==> config.mk <==
export PLATFORM = sky130hd
export DESIGN_NAME = framed_packet_receiver
export DESIGN_NICKNAME = d
export VERILOG_FILES = /design/src/rtl/fpr_pkg.sv /design/src/rtl/fpr_payload_ram.sv /design/src/rtl/fpr_parser.sv /design/src/rtl/fpr_readout.sv /design/src/rtl/framed_packet_receiver.sv
export SDC_FILE = /design/constraint.sdc
export NUM_CORES = 1
export LEC_CHECK = 0
export ABC_AREA = 1
export BUFFER_PORTS_ARGS = -buffer_cell sky130_fd_sc_hd__buf_2
export CAP_MARGIN = 20
export CELL_PAD_IN_SITES_DETAIL_PLACEMENT = 1
export CELL_PAD_IN_SITES_GLOBAL_PLACEMENT = 1
export CORE_ASPECT_RATIO = 0.5
export CORE_UTILIZATION = 44
export DETAILED_ROUTE_END_ITERATION = 10
export GPL_TIMING_DRIVEN = 0
export HOLD_SLACK_MARGIN = 0.06
export PLACE_DENSITY_LB_ADDON = 0.1
export SETUP_SLACK_MARGIN = 0.1
export SLEW_MARGIN = 25
export SYNTH_ARGS = -nofsm -noshare
export SYNTH_HDL_FRONTEND = slang
export SYNTH_HIERARCHICAL = 1
export SYNTH_SLANG_ARGS = --single-unit
==> constraint.sdc <==
create_clock -name clk -period 3.95 [get_ports clk]
set_input_delay 0.395 -clock clk [delete_from_list [all_inputs] [get_ports clk]]
set_output_delay 0.395 -clock clk [all_outputs]
set_load 0.05 [all_outputs]
==> src/rtl/fpr_pkg.sv <==
// Package for the framed packet receiver: parse phases, status codes,
// register indexes, reset values and the run request passed to the readout.
// No dependencies.
`timescale 1ns / 1ps
`default_nettype none

package fpr_pkg;

  // Storage and run limits
  localparam int PAYLOAD_DEPTH_DEF = 16;
  localparam int RUN_MAX           = 16;

  // Configuration register reset values
  localparam logic [7:0] START_MARKER_RST = 8'hAA;
  localparam logic [7:0] END_MARKER_RST   = 8'h55;

  // Configuration register indexes
  localparam logic REG_START_MARKER = 1'b0;
  localparam logic REG_END_MARKER   = 1'b1;

  // Result status codes
  localparam logic [1:0] ST_OK      = 2'd0;
  localparam logic [1:0] ST_SUM_ERR = 2'd1;
  localparam logic [1:0] ST_LEN_ERR = 2'd2;

  // Parser phase
  typedef enum logic [2:0] {
    PH_START = 3'd0,
    PH_CMD   = 3'd1,
    PH_LEN   = 3'd2,
    PH_DATA  = 3'd3,
    PH_SUM   = 3'd4,
    PH_END   = 3'd5
  } phase_t;

  // Request from the parser to start a run of results
  typedef struct packed {
    logic       valid;
    logic [1:0] status;
    logic [4:0] total;    // number of results, 1 to 16
    logic       use_mem;  // payload bytes come from the store
  } run_req_t;

endpackage

`default_nettype wire

==> src/rtl/fpr_payload_ram.sv <==
// Payload store: single-write, single-read synchronous memory with a registered
// read port; read data holds while no read is enabled. Uses fpr_pkg.
`timescale 1ns / 1ps
`default_nettype none

module fpr_payload_ram
  import fpr_pkg::*;
#(
  parameter int DEPTH = PAYLOAD_DEPTH_DEF,
  parameter int AW    = (DEPTH > 1) ? $clog2(DEPTH) : 1
) (
  input  wire logic          clk,
  input  wire logic          we,
  input  wire logic [AW-1:0] waddr,
  input  wire logic [7:0]    wdata,
  input  wire logic          re,
  input  wire logic [AW-1:0] raddr,
  output logic      [7:0]    rdata
);

  logic [7:0] mem [DEPTH];

  // Write port
  always_ff @(posedge clk) begin
    if (we) begin
      mem[waddr] <= wdata;
    end
  end

  // Registered read port
  always_ff @(posedge clk) begin
    if (re) begin
      rdata <= mem[raddr];
    end
  end

endmodule

`default_nettype wire

==> src/rtl/fpr_parser.sv <==
// Frame parser: marker registers, phase machine, checksum and length checks;
// writes payload bytes to the store and requests result runs. Uses fpr_pkg.
`timescale 1ns / 1ps
`default_nettype none

module fpr_parser
  import fpr_pkg::*;
#(
  parameter int PAYLOAD_DEPTH = PAYLOAD_DEPTH_DEF,
  parameter int AW            = (PAYLOAD_DEPTH > 1) ? $clog2(PAYLOAD_DEPTH) : 1
) (
  input  wire logic          clk,
  input  wire logic          rst,
  input  wire logic          cfg_we,
  input  wire logic          cfg_addr,
  input  wire logic [7:0]    cfg_wdata,
  input  wire logic          byte_valid,
  input  wire logic [7:0]    rx_byte,
  output logic               mem_we,
  output logic      [AW-1:0] mem_waddr,
  output logic      [7:0]    mem_wdata,
  output run_req_t           run_req,
  output logic      [7:0]    held_command,
  output logic      [7:0]    held_length
);

  localparam int LenLimit = (PAYLOAD_DEPTH < RUN_MAX) ? PAYLOAD_DEPTH : RUN_MAX;

  phase_t     phase, phase_next;
  logic [4:0] received_count, received_count_next;
  logic [7:0] running_sum, running_sum_next;
  logic [7:0] held_command_next, held_length_next;
  logic [7:0] start_marker, end_marker;
  logic [4:0] count_inc;

  assign count_inc = received_count + 5'd1;

  // Marker registers
  always_ff @(posedge clk) begin
    if (rst) begin
      start_marker <= START_MARKER_RST;
      end_marker   <= END_MARKER_RST;
    end else if (cfg_we) begin
      case (cfg_addr)
        REG_START_MARKER: start_marker <= cfg_wdata;
        REG_END_MARKER:   end_marker   <= cfg_wdata;
        default:          start_marker <= start_marker;
      endcase
    end
  end

  // Next phase
  always_comb begin
    phase_next = phase;
    if (byte_valid) begin
      case (phase)
        PH_CMD:  phase_next = PH_LEN;
        PH_LEN: begin
          if (rx_byte > 8'(LenLimit)) begin
            phase_next = PH_START;
          end else if (rx_byte != 8'd0) begin
            phase_next = PH_DATA;
          end else begin
            phase_next = PH_SUM;
          end
        end
        PH_DATA: begin
          if ({3'd0, count_inc} >= held_length) begin
            phase_next = PH_SUM;
          end
        end
        PH_SUM:  phase_next = (rx_byte == running_sum) ? PH_END : PH_START;
        PH_END:  phase_next = PH_START;
        default: phase_next = (rx_byte == start_marker) ? PH_CMD : PH_START;
      endcase
    end
  end

  // Datapath, store writes and run requests
  always_comb begin
    received_count_next = received_count;
    running_sum_next    = running_sum;
    held_command_next   = held_command;
    held_length_next    = held_length;
    mem_we              = 1'b0;
    mem_waddr           = AW'(received_count);
    mem_wdata           = rx_byte;
    run_req             = '0;
    if (byte_valid) begin
      case (phase)
        PH_CMD: begin
          held_command_next = rx_byte;
          running_sum_next  = rx_byte;
        end
        PH_LEN: begin
          held_length_next    = rx_byte;
          running_sum_next    = running_sum + rx_byte;
          received_count_next = 5'd0;
          if (rx_byte > 8'(LenLimit)) begin
            run_req.valid  = 1'b1;
            run_req.status = ST_LEN_ERR;
            run_req.total  = 5'd1;
          end
        end
        PH_DATA: begin
          mem_we              = ({27'd0, received_count} < PAYLOAD_DEPTH);
          received_count_next = count_inc;
          running_sum_next    = running_sum + rx_byte;
        end
        PH_SUM: begin
          if (rx_byte != running_sum) begin
            run_req.valid  = 1'b1;
            run_req.status = ST_SUM_ERR;
            run_req.total  = 5'd1;
          end
        end
        PH_END: begin
          if (rx_byte == end_marker) begin
            run_req.valid  = 1'b1;
            run_req.status = ST_OK;
            if (held_length == 8'd0) begin
              run_req.total = 5'd1;
            end else begin
              run_req.total   = 5'(held_length);
              run_req.use_mem = 1'b1;
            end
          end
        end
        default: begin
          if (rx_byte == start_marker) begin
            running_sum_next = 8'd0;
          end
        end
      endcase
    end
  end

  // State registers
  always_ff @(posedge clk) begin
    if (rst) begin
      phase          <= PH_START;
      received_count <= 5'd0;
      running_sum    <= 8'd0;
      held_command   <= 8'd0;
      held_length    <= 8'd0;
    end else begin
      phase          <= phase_next;
      received_count <= received_count_next;
      running_sum    <= running_sum_next;
      held_command   <= held_command_next;
      held_length    <= held_length_next;
    end
  end

endmodule

`default_nettype wire

==> src/rtl/fpr_readout.sv <==
// Result readout: walks a run over the payload store, aligns the registered
// read data and drives the output item register. Uses fpr_pkg.
`timescale 1ns / 1ps
`default_nettype none

module fpr_readout
  import fpr_pkg::*;
#(
  parameter int AW = 4
) (
  input  wire logic          clk,
  input  wire logic          rst,
  input  wire run_req_t      run_req,
  input  wire logic [7:0]    held_command,
  input  wire logic [7:0]    held_length,
  output logic               busy,
  output logic               mem_re,
  output logic      [AW-1:0] mem_raddr,
  input  wire logic [7:0]    mem_rdata,
  output logic               out_valid,
  input  wire logic          out_ready,
  output logic      [1:0]    out_status,
  output logic      [7:0]    out_command,
  output logic      [7:0]    out_length,
  output logic      [3:0]    out_index,
  output logic      [7:0]    out_byte,
  output logic               out_last
);

  logic       adv;
  logic       issue_active;
  logic [4:0] issue_cnt, issue_total;
  logic [1:0] run_status;
  logic       run_mem;
  logic       issue_last;

  logic       s1_valid;
  logic [1:0] s1_status;
  logic [7:0] s1_command, s1_length;
  logic [3:0] s1_index;
  logic       s1_mem, s1_last;

  assign adv        = !out_valid || out_ready;
  assign issue_last = (issue_cnt + 5'd1) == issue_total;
  assign busy       = issue_active || s1_valid;
  assign mem_re     = adv && issue_active && run_mem;
  assign mem_raddr  = AW'(issue_cnt);

  // Issue counter: one entry of the run per advance
  always_ff @(posedge clk) begin
    if (rst) begin
      issue_active <= 1'b0;
      issue_cnt    <= 5'd0;
    end else if (run_req.valid) begin
      issue_active <= 1'b1;
      issue_cnt    <= 5'd0;
    end else if (adv && issue_active) begin
      issue_cnt <= issue_cnt + 5'd1;
      if (issue_last) begin
        issue_active <= 1'b0;
      end
    end
  end

  // Hold the run description
  always_ff @(posedge clk) begin
    if (run_req.valid) begin
      issue_total <= run_req.total;
      run_status  <= run_req.status;
      run_mem     <= run_req.use_mem;
    end
  end

  // Read stage, aligned with the store's read data
  always_ff @(posedge clk) begin
    if (rst) begin
      s1_valid <= 1'b0;
    end else if (adv) begin
      s1_valid <= issue_active;
    end
  end

  always_ff @(posedge clk) begin
    if (adv && issue_active) begin
      s1_status  <= run_status;
      s1_command <= held_command;
      s1_length  <= held_length;
      s1_index   <= issue_cnt[3:0];
      s1_mem     <= run_mem;
      s1_last    <= issue_last;
    end
  end

  // Output item register
  always_ff @(posedge clk) begin
    if (rst) begin
      out_valid <= 1'b0;
    end else if (adv) begin
      out_valid <= s1_valid;
    end
  end

  always_ff @(posedge clk) begin
    if (adv && s1_valid) begin
      out_status  <= s1_status;
      out_command <= s1_command;
      out_length  <= s1_length;
      out_index   <= s1_index;
      out_byte    <= s1_mem ? mem_rdata : 8'd0;
      out_last    <= s1_last;
    end
  end

endmodule

`default_nettype wire

==> src/rtl/framed_packet_receiver.sv <==
// Framed packet receiver top level: parser, payload store and readout.
// Depends on fpr_pkg, fpr_parser, fpr_payload_ram and fpr_readout.
//
// Usage: feed received bytes on s_tvalid/s_tready/s_tdata, one byte per item.
// The parser hunts for the start marker, then takes command, length, payload
// and checksum bytes and finally the end marker. Results leave on m_tvalid/
// m_tready/m_tdata/m_tlast: one item per payload byte for a good frame, or a
// single item for a zero-length frame, a checksum mismatch or an oversize
// length; a bad end marker drops the frame silently. m_tlast marks the final
// item of each run. Bytes are taken one per cycle while no run is in flight.
// A payload run of N results makes N store reads (one read port); input is held
// off (s_tready low) until the last entry of the run has left the read stage.
// The first result passes the issue counter, read stage and output item
// register. A stalled m_tready holds the output register and the store read
// in place. Markers are written through cfg_we/cfg_addr/cfg_wdata while idle;
// the user must keep to this, as the block does not enforce it. Synchronous
// reset returns the parser to hunting and restores the markers; the payload
// store is not cleared, as only bytes of the current frame are read.
`timescale 1ns / 1ps
`default_nettype none

module framed_packet_receiver
  import fpr_pkg::*;
#(
  parameter int PAYLOAD_DEPTH = PAYLOAD_DEPTH_DEF
) (
  input  wire logic        clk,
  input  wire logic        rst,
  input  wire logic        cfg_we,
  input  wire logic        cfg_addr,
  input  wire logic [7:0]  cfg_wdata,
  input  wire logic        s_tvalid,
  output logic             s_tready,
  input  wire logic [7:0]  s_tdata,   // [7:0] rx_byte
  output logic             m_tvalid,
  input  wire logic        m_tready,
  // [1:0] status, [9:2] command_code, [17:10] payload_length,
  // [21:18] payload_index, [29:22] payload_byte, [31:30] zero
  output logic      [31:0] m_tdata,
  output logic             m_tlast
);

  localparam int AW = (PAYLOAD_DEPTH > 1) ? $clog2(PAYLOAD_DEPTH) : 1;

  logic          byte_valid;
  logic          busy;
  logic          mem_we, mem_re;
  logic [AW-1:0] mem_waddr, mem_raddr;
  logic [7:0]    mem_wdata, mem_rdata;
  run_req_t      run_req;
  logic [7:0]    held_command, held_length;
  logic [1:0]    out_status;
  logic [7:0]    out_command, out_length, out_byte;
  logic [3:0]    out_index;

  // Take a byte only while no run is in flight
  assign s_tready   = !busy;
  assign byte_valid = s_tvalid && s_tready;

  fpr_parser #(
    .PAYLOAD_DEPTH(PAYLOAD_DEPTH),
    .AW           (AW)
  ) u_parser (
    .clk         (clk),
    .rst         (rst),
    .cfg_we      (cfg_we),
    .cfg_addr    (cfg_addr),
    .cfg_wdata   (cfg_wdata),
    .byte_valid  (byte_valid),
    .rx_byte     (s_tdata),
    .mem_we      (mem_we),
    .mem_waddr   (mem_waddr),
    .mem_wdata   (mem_wdata),
    .run_req     (run_req),
    .held_command(held_command),
    .held_length (held_length)
  );

  fpr_payload_ram #(
    .DEPTH(PAYLOAD_DEPTH),
    .AW   (AW)
  ) u_ram (
    .clk  (clk),
    .we   (mem_we),
    .waddr(mem_waddr),
    .wdata(mem_wdata),
    .re   (mem_re),
    .raddr(mem_raddr),
    .rdata(mem_rdata)
  );

  fpr_readout #(
    .AW(AW)
  ) u_readout (
    .clk         (clk),
    .rst         (rst),
    .run_req     (run_req),
    .held_command(held_command),
    .held_length (held_length),
    .busy        (busy),
    .mem_re      (mem_re),
    .mem_raddr   (mem_raddr),
    .mem_rdata   (mem_rdata),
    .out_valid   (m_tvalid),
    .out_ready   (m_tready),
    .out_status  (out_status),
    .out_command (out_command),
    .out_length  (out_length),
    .out_index   (out_index),
    .out_byte    (out_byte),
    .out_last    (m_tlast)
  );

  // Pack the result fields, lowest first
  assign m_tdata = {2'b00, out_byte, out_index, out_length, out_command, out_status};

endmodule

`default_nettype wire

* Word-level counts from Yosys, hierarchy flattened *
Memory sizes are Yosys's and may differ from the RTL's. A register that Yosys moved wholly into a read port is not among the register bits.
Index checks and enable logic that the tools add are counted.

storage, ports and cells
  word-level logic and storage cells = 96
  memories = 1
  bits in writable memories = 128
  input port bits = 22
  register bits after elaboration = 119

memory list
  name       words  width  read ports  clocked after memory_dff  write ports  RTL line               text
  u_ram.mem  16     8      1           1                         1            fpr_payload_ram.sv:21  logic [7:0] mem [DEPTH];

cells by class
  $add $sub $neg = 3
  bitwise logic cells = 2
  eq/ne operators = 11
  reductions and logical operators = 26
  mux-type cells = 24
  order comparisons = 3

operator list
  kind                                                           count
  case mux 8 bit (3 select lines)                                2
  equality test 8 bit                                            3
  2-to-1 mux 8 bit                                               3
  2-to-1 mux 9 bit                                               2
  case mux 3 bit (5 select lines)                                1
  AND reduction 2 bit                                            7
  2-to-1 mux 3 bit                                               4
  adder 5 x 1 -> 5 bit, second input constant                    2
  2-to-1 mux 1 bit                                               10
  case mux 5 bit (2 select lines)                                1
  adder 8 bit                                                    1
  greater-or-equal comparator 5 x 8 -> 1 bit                     1
  greater-than comparator 8 x 5 -> 1 bit, second input constant  1
  logical NOT 8 bit                                              1
  != test 8 bit                                                  1
  nonzero test 8 bit                                             1
  equality test 3 x 2 -> 1 bit, second input constant            2
  equality test 3 bit, second input constant                     2
  AND reduction 3 bit                                            2
  nonzero test 2 bit                                             3
  OR reduction 2 bit                                             3
  equality test 5 bit                                            1
  less-than comparator 5 bit, second input constant              1
  2-to-1 mux 5 bit                                               1
  other kinds (7)                                                13

* Depth between registers and ports, before layout *
Gate-level depths: netlist (run 1).

  depth in word-level cells = 7
  mapped depth = 13

* Hierarchy *
The synthesis (run 1) kept the hierarchy.

by module, submodules not included
  module                  seq. area each (µm²)  area each (µm²)  instances  cells each
  fpr_payload_ram         4083.9                5851.9           1          553
  fpr_parser              960.9                 3081.7           1          460
  fpr_readout             2052.0                2516.2           1          169
  framed_packet_receiver  0.0                   32.5             1          6

* Worst setup path before layout (run 1) *
No wires, ideal clock.

  kind = reg-to-reg
  start point = reg u_readout.out_valid
  end point = reg u_readout.out_byte[0] (enable)
  required time = 3.531 ns
  clock period less this slack = 2.369 ns
  buffers on the path = 0
  library setup time = 0.419 ns
  cell stages (with the launch flop) = 4
  arrival time = 1.950 ns
  slack = 1.581 ns
  cell sequence = dfxtp_1 -> inv_1 -> nor2_1 -> nor2_1

on the way
  word-level cells in the longest chain between the ends = 3

RTL lines
  item                      RTL line            text
  start: declaration        fpr_readout.sv:20   output logic out_valid,
  start signal: assignment  fpr_readout.sv:99   out_valid <= s1_valid;
  logical NOT 1 bit         fpr_readout.sv:43   assign adv = !out_valid || out_ready;
  logical OR 1 bit          fpr_readout.sv:43
  logical AND 1 bit         fpr_readout.sv:104  if (adv && s1_valid) begin
  end signal: assignment    fpr_readout.sv:109  out_byte <= s1_mem ? mem_rdata : 8'd0;
  end: declaration          fpr_readout.sv:26   output logic [7:0] out_byte,

No other way between the ends.
A chain may end at the register's enable or synchronous reset.

* Final worst setup path (run 1) *
  start point = reg u_readout.s1_valid
  end point = mem u_ram.mem[15][7] (enable)

on the way
  word-level cells in the longest chain between the ends = 6

RTL lines
  item                                    RTL line                      text
  start: declaration                      fpr_readout.sv:37             logic s1_valid;
  start signal: assignment                fpr_readout.sv:79             s1_valid <= issue_active;
  logical OR 1 bit                        fpr_readout.sv:45             assign busy = issue_active || s1_valid;
  via busy                                framed_packet_receiver.sv:46  logic busy;
  logical NOT 1 bit                       framed_packet_receiver.sv:57  assign s_tready = !busy;
  logical AND 1 bit                       framed_packet_receiver.sv:58  assign byte_valid = s_tvalid && s_tready;
  via byte_valid                          framed_packet_receiver.sv:45  logic byte_valid;
  2-to-1 mux 1 bit                        fpr_parser.sv:89              if (byte_valid) begin
  via mem_we                              framed_packet_receiver.sv:47  logic mem_we, mem_re;
  2-to-1 mux 1 bit                        fpr_payload_ram.sv:25         if (we) begin
  2-to-1 mux 1 bit (not written as such)  fpr_payload_ram.sv:26         mem[waddr] <= wdata;
  end: declaration                        fpr_payload_ram.sv:21

The timed path passes the listed nets, and every way through them passes these cells.

==> metrics.yaml, run 1 <==
run_status:
  status: "finished, final reports clean"
route:
  drt-vias-per-instance: 5.08
  wl_per_cell_um: 18.9
  drcViolationCount: 0
  first_iter_violations: 391
  routed_wl_um: 30800
  postRouteAntennaNets: 0
  dr_total_vias: 8290
  drtPass1Iterations: 5
final_layout:
  final_cell_mix: "316 x nand2_1, 199 x edfxtp_1, 171 x inv_1"
  fin_cells: 1631
  fin_util_pct: 51.5
  layout-drive-gt1-share_pct: 14.4
  fin_nets: 1308
  antennaDiodeCount: 0
  layout_commonest_cell: "nand2_1"
  nFillCells: 2911
  syn2layout_area_growth_pct: 13.8
global_routing:
  antenna_found_initial: 0
  grt-ovfl-total: 0
  met2_usage_pct: 41.0
  grt.met3_usage_pct: 3.27
  grt_busiest_layer: "met2"
  grt_max_degree: 34
  grt_pass1_vias: 8539
  met1_usage_pct: 30.0
  grt_pass1_wl_um: 46900
  grt_usage_pct: 23.2
placed_design:
  place.gp.congestion: 0.863
  portBuffers: 53
  dpl.cell_count: 1587
  dp_hpwl_um: 21500
clock_tree:
  path_clk_slew_ns: 0.07
  cts_buffers: 24
  clock_latency_ns: 0.53
  cts_hold_buffers: 0
  post_cts_buffers: 0
  cts_buffer_depth: 3
  h-tree-depth: 1
  cts_resized: 0
  cts_tree: "built"
  clockRootBuffer: "clkbuf_16"
  numClockSinks: 255
sta:
  fin_crit_ns: 3.21
  setup_tns_ns: 0
  tightest_slew_ns: 0.920
  setup_viol: 0
  whs_ns: 0.0749
  fmax_mhz: 312
  finalClockSkew_ns: 0.00739
  slew_headroom_pct: 38.4
  period_share_pct: 81.2
  rsz0062_at_grt: "false"
  slew_violations: 0
  final-hold-violation-count: 0
logic_synthesis:
  synth_edf_count: 199
  ys.warnings.count: 6
  syn_avg_cell_area_um2: 9.67
  synth-seq-area-share_pct: 61.8
  synthCells: 1188
  ys.flop_type: "edfxtp_1"
  netlist_area_um2: 11500
  yosys.area.top_type: "edfxtp_1"
  synth-seq-cells: 255
  netlist.area_leader.share_pct: 52.0
  synthTopCellsByArea: "edfxtp_1 52%, nand2_1 10%, dfxtp_1 9.8%"
  async_flop_share_pct: 0
  synth.distinct_cells: 46
critical_path:
  end_kind: "flop"
  worst-path-max-fanout: 8
  cpLargestDelayFamily: "simple AND/OR/NAND/NOR gates"
  crit_chain: "inv_1 -> nand2_1 -> nor2_2 -> inv_2 -> nor3_1 -> nand3_1 -> nor2_1"
  cp_num_buf_inv: 2
  worst_path_largest_cell_delay_ns: 0.76
  arrival_ns: 3.36
  cp-start-kind: "flop"
  cpMaxStageDelayCell: "nor2_1"
  cp.required_ns: 4.11
  criticalPathCategory: "flop to flop"
floorplanning:
  row_count: 41
  die_x_um: 230
  ioPinCount: 57
  start_util_pct: 45.2
  fp.dieH_um: 116
  die-area_um2: 26800
  core_um2: 25400
worst_hold_path:
  hold_class: "input port to flop"
power_and_ir_drop:
  powerDensity_nw_per_um2: 455
  peakVddDrop_mv: 0.256
  p_leak_nw: 5.54
job:
  cap_violations: 0
==> metrics by stage <==
stage	instance area (µm²)	power (mW)	setup WS (ns)
after floorplan	11500	3.33	1.58
after global placement	12200	3.46	0.944
after detailed placement	12200	3.48	0.819
after CTS	13100	6.01	0.810
after global routing	13100	6.14	0.583
final	13100	5.95	0.743
==> worst paths after layout <==
path / slack (ns) / to / from / depth (start not counted)
worst min register to register: 0.42 / u_readout/out_index[3] / u_readout/s1_index[3] / 0
worst min-delay path: 0.07 / u_parser/end_marker[0] / cfg_wdata[0] / 3
worst max-delay path: 0.74 / u_ram/mem[15][7] / u_readout/s1_valid / 7
worst max register to register: 0.74 / u_ram/mem[15][7] / u_readout/s1_valid / 7
==> worst min-delay path: stages <==
cell	delay [ns]
buf_2	0.08
nand2_1	0.05
nand3_1	0.05
==> state kept, by name, summed over array words and instances, names as in the netlist, 3 cells and up <==
name / cells
u_parser/start_marker: 8
u_parser/held_length: 8
u_readout/s1_index: 4
u_readout/out_length: 8
u_readout/issue_cnt: 5
u_readout/out_index: 4
u_ram/mem: 128
u_readout/out_command: 8
u_readout/out_byte: 8
u_ram/rdata: 8
u_parser/running_sum: 8
u_parser/held_command: 8
u_parser/received_count: 5
u_readout/s1_command: 8
u_parser/end_marker: 8
u_readout/s1_length: 8
u_parser/phase: 3
u_readout/issue_total: 5
==> power breakdown <==
part	total (mW)	internal [mW]	switching (mW)
clock	2.52	1.48	1.04
sequential	2.96	2.93	0.0339
combinational	0.465	0.144	0.321
==> per-layer routing <==
metal	routed length, µm	share of wire [%]
met1	14100	46
met2	14700	48
met3	1190	3.9
met4	911	3.0
met5	0	0
==> kinds of logic after synthesis <==
family                     count (synthesis)  synth area share [%]
other                                      1                0.0327
DFF                                      255                  61.8
buffers and inverters                    240                  9.35
AOI/OAI and AO/OA                         79                  4.01
xor gates and xnor gates                  11                 0.839
adders and majority gates                 17                  1.92
and+or+nand+nor                          585                  22.0
==> cells in the mapped netlist (15+ instances only) <==
library cell  number
nand2_1          316
edfxtp_1         199
inv_2             15
ha_1              16
nand3_1          130
buf_4             22
inv_1            171
buf_2             18
dfxtp_1           56
a21oi_1           33
nor2_1            97
o21ai_0           22
==> cell type report <==
class	count	area, µm²	share of cell area, %
buffer	54	375	2.87
clock buffer	29	672	5.14
clock inverter	15	178	1.36
inverter	186	698	5.34
multi-input combinational	694	3320	25.4
sequential	255	7100	54.3
tap	344	430	3.29
timing repair buffer	54	293	2.24
Power figures use the tool's default switching activity.
==> run 2, diff against run 1 <==
--- a/config.mk
+++ b/config.mk
@@ -5,7 +5,7 @@
 export SDC_FILE = /design/constraint.sdc
 export NUM_CORES = 1
 export LEC_CHECK = 0
-export ABC_AREA = 1
+export ABC_AREA = 0
 export BUFFER_PORTS_ARGS = -buffer_cell sky130_fd_sc_hd__buf_2
 export CAP_MARGIN = 20
 export CELL_PAD_IN_SITES_DETAIL_PLACEMENT = 1
==> constraint.sdc (replaced) <==
create_clock -name clk -period 3.31 [get_ports clk]
set_input_delay 0.331 -clock clk [delete_from_list [all_inputs] [get_ports clk]]
set_output_delay 0.331 -clock clk [all_outputs]
set_load 0.05 [all_outputs]
==> run 2 against run 1 <==
First-iteration DRC count up 12%. Sequential power up 17%. Via count down 24%.
==> metrics.yaml, run 2 <==
critical_path:
  r2r_setup_slack_ns: 0.13
  arrival_ns: 3.34
  criticalPathCategory: "flop to flop"
  cp-start-kind: "flop"
  worst-path-max-fanout: 10
  cp.required_ns: 3.47
  end_kind: "flop"
sta:
  fmax_mhz: 315
  rsz0062_at_grt: "true"
  period_share_pct: 96.1
  slew_headroom_pct: 33.8
  finalClockSkew_ns: 0.0166
  setup_tns_ns: 0
  slew_violations: 0
  final-hold-violation-count: 0
  fin_crit_ns: 3.18
  tightest_slew_ns: 0.986
  fin_ws_ns: 0.131
  setup_viol: 0
final_layout:
  layout-drive-gt1-share_pct: 21.2
  syn2layout_area_growth_pct: 14.9
  fin_util_pct: 52.4
  nFillCells: 2295
  final_cell_mix: "199 x edfxtp_1, 83 x nand2_1, 62 x buf_2"
  top_register: "u_ram/mem"
  fin_cells: 1147
  fin_nets: 860
  largest_register_ffs: 128
  layout_commonest_cell: "edfxtp_1"
  antennaDiodeCount: 0
logic_synthesis:
  synth.distinct_cells: 62
  synth-seq-area-share_pct: 67.1
  async_flop_share_pct: 0
  syn_avg_cell_area_um2: 14.5
  synth_common_cells: "199 x edfxtp_1, 83 x nand2_1, 56 x dfxtp_1"
  netlist.area_leader.share_pct: 56.5
  netlist_area_um2: 10600
  synth_edf_count: 199
  yosysMostFrequentCell: "edfxtp_1"
  synth-seq-cells: 255
  yosys.area.top_type: "edfxtp_1"
  synthTopCellsByArea: "edfxtp_1 57%, dfxtp_1 11%, mux4_2 3.8%"
  ys.flop_type: "edfxtp_1"
  ys.warnings.count: 6
  synthCells: 731
global_routing:
  grt_pass1_wl_um: 38500
  grt_usage_pct: 20.5
  grt-ovfl-total: 0
  grt_pass1_vias: 6644
  grt_max_degree: 32
  antenna_found_initial: 0
route:
  postRouteAntennaNets: 0
  dr_total_vias: 6316
  routed_wl_um: 24600
  drcViolationCount: 0
  first_iter_violations: 436
  drt-vias-per-instance: 5.51
  wl_per_cell_um: 21.4
  drtPass1Iterations: 4
floorplanning:
  core_um2: 23200
  fp.dieH_um: 112
  row_count: 39
  die-area_um2: 24700
  ioPinCount: 57
  die_x_um: 221
  start_util_pct: 45.6
placed_design:
  portBuffers: 53
  pre_cts_slack_ns: -0.601
  dpl.cell_count: 1092
  place.gp.congestion: 0.778
  dp_hpwl_um: 16600
clock_tree:
  cts_tree: "built"
  cts_buffer_depth: 3
  cts_buffers: 25
  clock_latency_ns: 0.53
  h-tree-depth: 1
  path_clk_slew_ns: 0.06
  numClockSinks: 255
  clockRootBuffer: "clkbuf_16"
worst_hold_path:
  hold_class: "input port to flop"
job:
  cap_violations: 0
power_and_ir_drop:
  powerDensity_nw_per_um2: 524
  peakVddDrop_mv: 0.352
  p_leak_nw: 4.09
run_status:
  status: "finished, final reports clean"
run 2: cell count changes after synthesis, sizes merged, moves of 18 or more:
cell / previous run / this run
nand2: 321 / 83
inv: 186 / 10
nand3: 132 / 28
nor2: 105 / 38
mux4: 0 / 32
a22oi: 2 / 20
run 2: kinds of logic (layout without fill, tap and decap cells):
| group | count (synthesis) | after routing | share of synthesized area, % |
|---|---|---|---|
| DFF | 255 | 255 | 67.1 |
| other | 1 | 2 | 0.0355 |
| AOI/OAI and AO/OA | 108 | 108 | 6.88 |
| and+or+nand+nor | 221 | 221 | 10.1 |
| buffers and inverters | 63 | 171 | 3.61 |
| adders and majority gates | 17 | 17 | 2.08 |
| xor gates and xnor gates | 32 | 32 | 2.65 |
| muxes | 34 | 34 | 7.51 |
run 2: critical path, cell delays in order (launching register included):
cell	delay [ns]
dfxtp_1	0.36
or2_2	0.31
nor2b_2	0.37
clkbuf_2	0.32
nor3b_2	0.36
or3b_2	0.60
nor2_2	0.48
run 2: timing repair:
| action | in CTS | in global routing |
|---|---|---|
| endpoints found under the hold margin | 12 | 0 |
| hold buffers | 8 | 0 |
| resized for setup | 11 | 6 |
| pin swaps | 0 | 0 |
| gates cloned | 0 | 0 |
| buffers inserted | 0 | 1 |
| setup endpoints to repair | 128 | 96 |
run 2: final timing paths:
path | from | to | cells past startpoint
max | u_readout/issue_active | u_ram/mem[2][6] | 6
min reg2reg | u_readout/s1_command[4] | u_readout/out_command[4] | 0
max reg2reg | u_readout/issue_active | u_ram/mem[2][6] | 6
min | m_tready | u_readout/out_valid | 4
run 2: layer usage:
layer  wire length, µm  global-route usage (%)  vias to the layer above
li1                  -                       -                     2941
met2             11700                    34.0                      106
met1             11500                    28.8                     3235
met4               410                    4.38                        0
met5                 0                       0                        -
met3               896                    3.35                       34
run 2: through the flow:
step | power (mW) | area (µm²) | hold slack (ns)
3_5_place_dp | 3.82 | 11200 | 0.405
4_1_cts | 6.44 | 12100 | 0.116
5_1_grt | 6.58 | 12100 | 0.155
6_report | 6.37 | 12100 | 0.135
3_3_place_gp | 3.81 | 11200 | 0.404
2_1_floorplan | 3.72 | 10600 | 0.400
run 2: layout make-up:
type / instances / area (µm²) / area share, %
Sequential cell: 255 / 7100 / 58.4
Multi-Input combinational cell: 414 / 3170 / 26.1
Clock buffer: 32 / 662 / 5.45
Tap cell: 307 / 384 / 3.16
Timing Repair Buffer: 62 / 365 / 3.01
Buffer: 52 / 342 / 2.81
Clock inverter: 14 / 81.3 / 0.670
Inverter: 11 / 41.3 / 0.340
run 2: power breakdown:
| group | total (mW) | switching, mW | internal [mW] |
|---|---|---|---|
| sequential | 3.47 | 0.0176 | 3.46 |
| clock | 2.61 | 1.19 | 1.42 |
| combinational | 0.283 | 0.182 | 0.101 |
==> run 3, diff against run 2 <==
--- a/config.mk
+++ b/config.mk
@@ -5,12 +5,13 @@
 export SDC_FILE = /design/constraint.sdc
 export NUM_CORES = 1
 export LEC_CHECK = 0
-export ABC_AREA = 0
+export ABC_AREA = 1
 export BUFFER_PORTS_ARGS = -buffer_cell sky130_fd_sc_hd__buf_2
 export CAP_MARGIN = 20
 export CELL_PAD_IN_SITES_DETAIL_PLACEMENT = 1
 export CELL_PAD_IN_SITES_GLOBAL_PLACEMENT = 1
 export CORE_ASPECT_RATIO = 0.5
+export CORE_MARGIN = 4
 export CORE_UTILIZATION = 44
 export DETAILED_ROUTE_END_ITERATION = 10
 export GPL_TIMING_DRIVEN = 0
==> run 3 against run 2 <==
Global-route usage increased by 0.83 points. Sequential share of layout area is 4.2 points lower. Design area up 7.7%. Flip-flop and latch count is the same. Power up 6.3%. Sequential power grew 2%. Worst hold slack gained 0.024 ns. Die area up 17%. Clock skew is 0.0020 ns higher. Maximum frequency up 2.8%. Combinational power increased by 98%. Critical endpoint is now u_ram/mem[8][7]. Highest routed layer unchanged.
==> metrics.yaml, run 3 (synthesized netlist as in run 1, its figures left out) <==
sta:
  fin_ws_ns: 0.218
  finalClockSkew_ns: 0.0186
  tightest_slew_ns: 0.913
  setup_tns_ns: 0
  period_share_pct: 93.4
  fin_crit_ns: 3.09
  fmax_mhz: 323
  whs_ns: 0.159
  final-hold-violation-count: 0
  rsz0062_at_grt: "true"
  slew_violations: 0
  setup_viol: 0
  slew_headroom_pct: 38.9
route:
  drt-vias-per-instance: 5.06
  wl_per_cell_um: 18.5
  drcViolationCount: 0
  routed_wl_um: 30400
  dr_total_vias: 8293
  drtPass1Iterations: 5
  first_iter_violations: 514
  postRouteAntennaNets: 0
critical_path:
  worst_path_largest_cell_delay_ns: 0.76
  cp_num_buf_inv: 2
  worst-path-max-fanout: 8
  cp-start-kind: "flop"
  crit_chain: "inv_1 -> nand2_1 -> nor2_2 -> inv_2 -> nor3_1 -> nand2_1 -> nor2_1"
  cpLargestDelayFamily: "simple AND/OR/NAND/NOR gates"
  cpMaxStageDelayCell: "nor2_1"
  arrival_ns: 3.25
  cp.required_ns: 3.47
  end_kind: "flop"
  criticalPathCategory: "flop to flop"
  cpMostUsedCell: "nand2_1"
  cp-startpoint: "u_readout/s1_valid"
  r2r-start: "u_readout/s1_valid"
power_and_ir_drop:
  p_clk_share_pct: 39.5
  power_mw: 6.77
  p_sw_share_pct: 23.6
  p_switching_mw: 1.60
  powerDensity_nw_per_um2: 518
  seq_power_share_pct: 52.2
  p_comb_share_pct: 8.3
  peakVddDrop_mv: 0.344
  intPower_mw: 5.17
  p_leak_nw: 5.52
clock_tree:
  path_clk_slew_ns: 0.06
  cts_tree: "built"
  post_cts_buffers: 0
  cts_buffers: 24
  numClockSinks: 255
  clock_latency_ns: 0.54
  clockRootBuffer: "clkbuf_16"
  cts_buffer_depth: 3
  h-tree-depth: 1
global_routing:
  grt_pass1_vias: 8671
  antenna_found_initial: 0
  grt_max_degree: 34
  grt_usage_pct: 21.4
  grt-ovfl-total: 0
  grt_pass1_wl_um: 48100
floorplanning:
  start_util_pct: 45.1
  row_count: 41
  die-area_um2: 28900
  die_x_um: 236
  fp.dieH_um: 122
  ioPinCount: 57
  core_um2: 25400
placed_design:
  place.gp.congestion: 0.847
  portBuffers: 53
  dp_hpwl_um: 21600
  pre_cts_slack_ns: 0.274
worst_hold_path:
  hold_class: "input port to flop"
  min-delay-start: "rst"
final_layout:
  layout-drive-gt1-share_pct: 14.7
  antennaDiodeCount: 0
  layout_commonest_cell: "nand2_1"
  top_register: "u_ram/mem"
  final_cell_mix: "316 x nand2_1, 199 x edfxtp_1, 171 x inv_1"
  fin_nets: 1316
  nFillCells: 2917
  largest_register_ffs: 128
  syn2layout_area_growth_pct: 13.9
job:
  cap_violations: 0
run_status:
  status: "finished, final reports clean"
-- run 3: layer usage --
| metal | part of all wire, % | wire, µm | GRT usage (%) |
|---|---|---|---|
| met5 | 0 | 0 | 0 |
| met4 | 2.5 | 762 | 6.05 |
| met3 | 3.7 | 1110 | 3.21 |
| met2 | 48 | 14700 | 37.2 |
| met1 | 45 | 13800 | 28.4 |
-- run 3: power groups by stage --
stage	registers, mW	logic, mW	clock network (mW)
after floorplan	3.60	0.367	0
after global placement	3.60	0.531	0
after detailed placement	3.60	0.552	0
after CTS	3.53	0.562	2.75
after global routing	3.54	0.628	2.91
final	3.53	0.560	2.68
-- run 3: area by class of cell --
class	instances	area (µm²)	share of cell area, %
well taps	344	430	3.29
flip-flops and latches	255	7100	54.3
repair buffers	62	373	2.85
clock inverters	12	119	0.909
plain buffers	54	375	2.87
clock buffers	32	631	4.82
inverters	186	698	5.34
multi-input cells	694	3350	25.6
-- run 3: worst paths after layout --
check / to / slack [ns] / cells past startpoint
hold reg to reg: u_readout/out_status[1] / 0.42 / 0
setup reg to reg: u_ram/mem[8][7] / 0.22 / 7
hold / removal: u_readout/issue_active / 0.16 / 2
setup / recovery: u_ram/mem[8][7] / 0.22 / 7
-- run 3: what timing repair did --
action                                  4_1_cts  5_1_grt
hold buffers                                  8        0
endpoints found under the setup margin        0      122
resized for setup                             0       12
hold endpoints to repair                     11        0
-- run 3: per-stage QoR --
stage                     utilization [%]  area, µm²  std cells
final                                51.4      13100       1639
after global routing                 51.4      13100       1639
after CTS                            51.3      13000       1639
after detailed placement             48.0      12200       1587
after global placement               47.9      12200       1586
after floorplan                         -      11500       1189
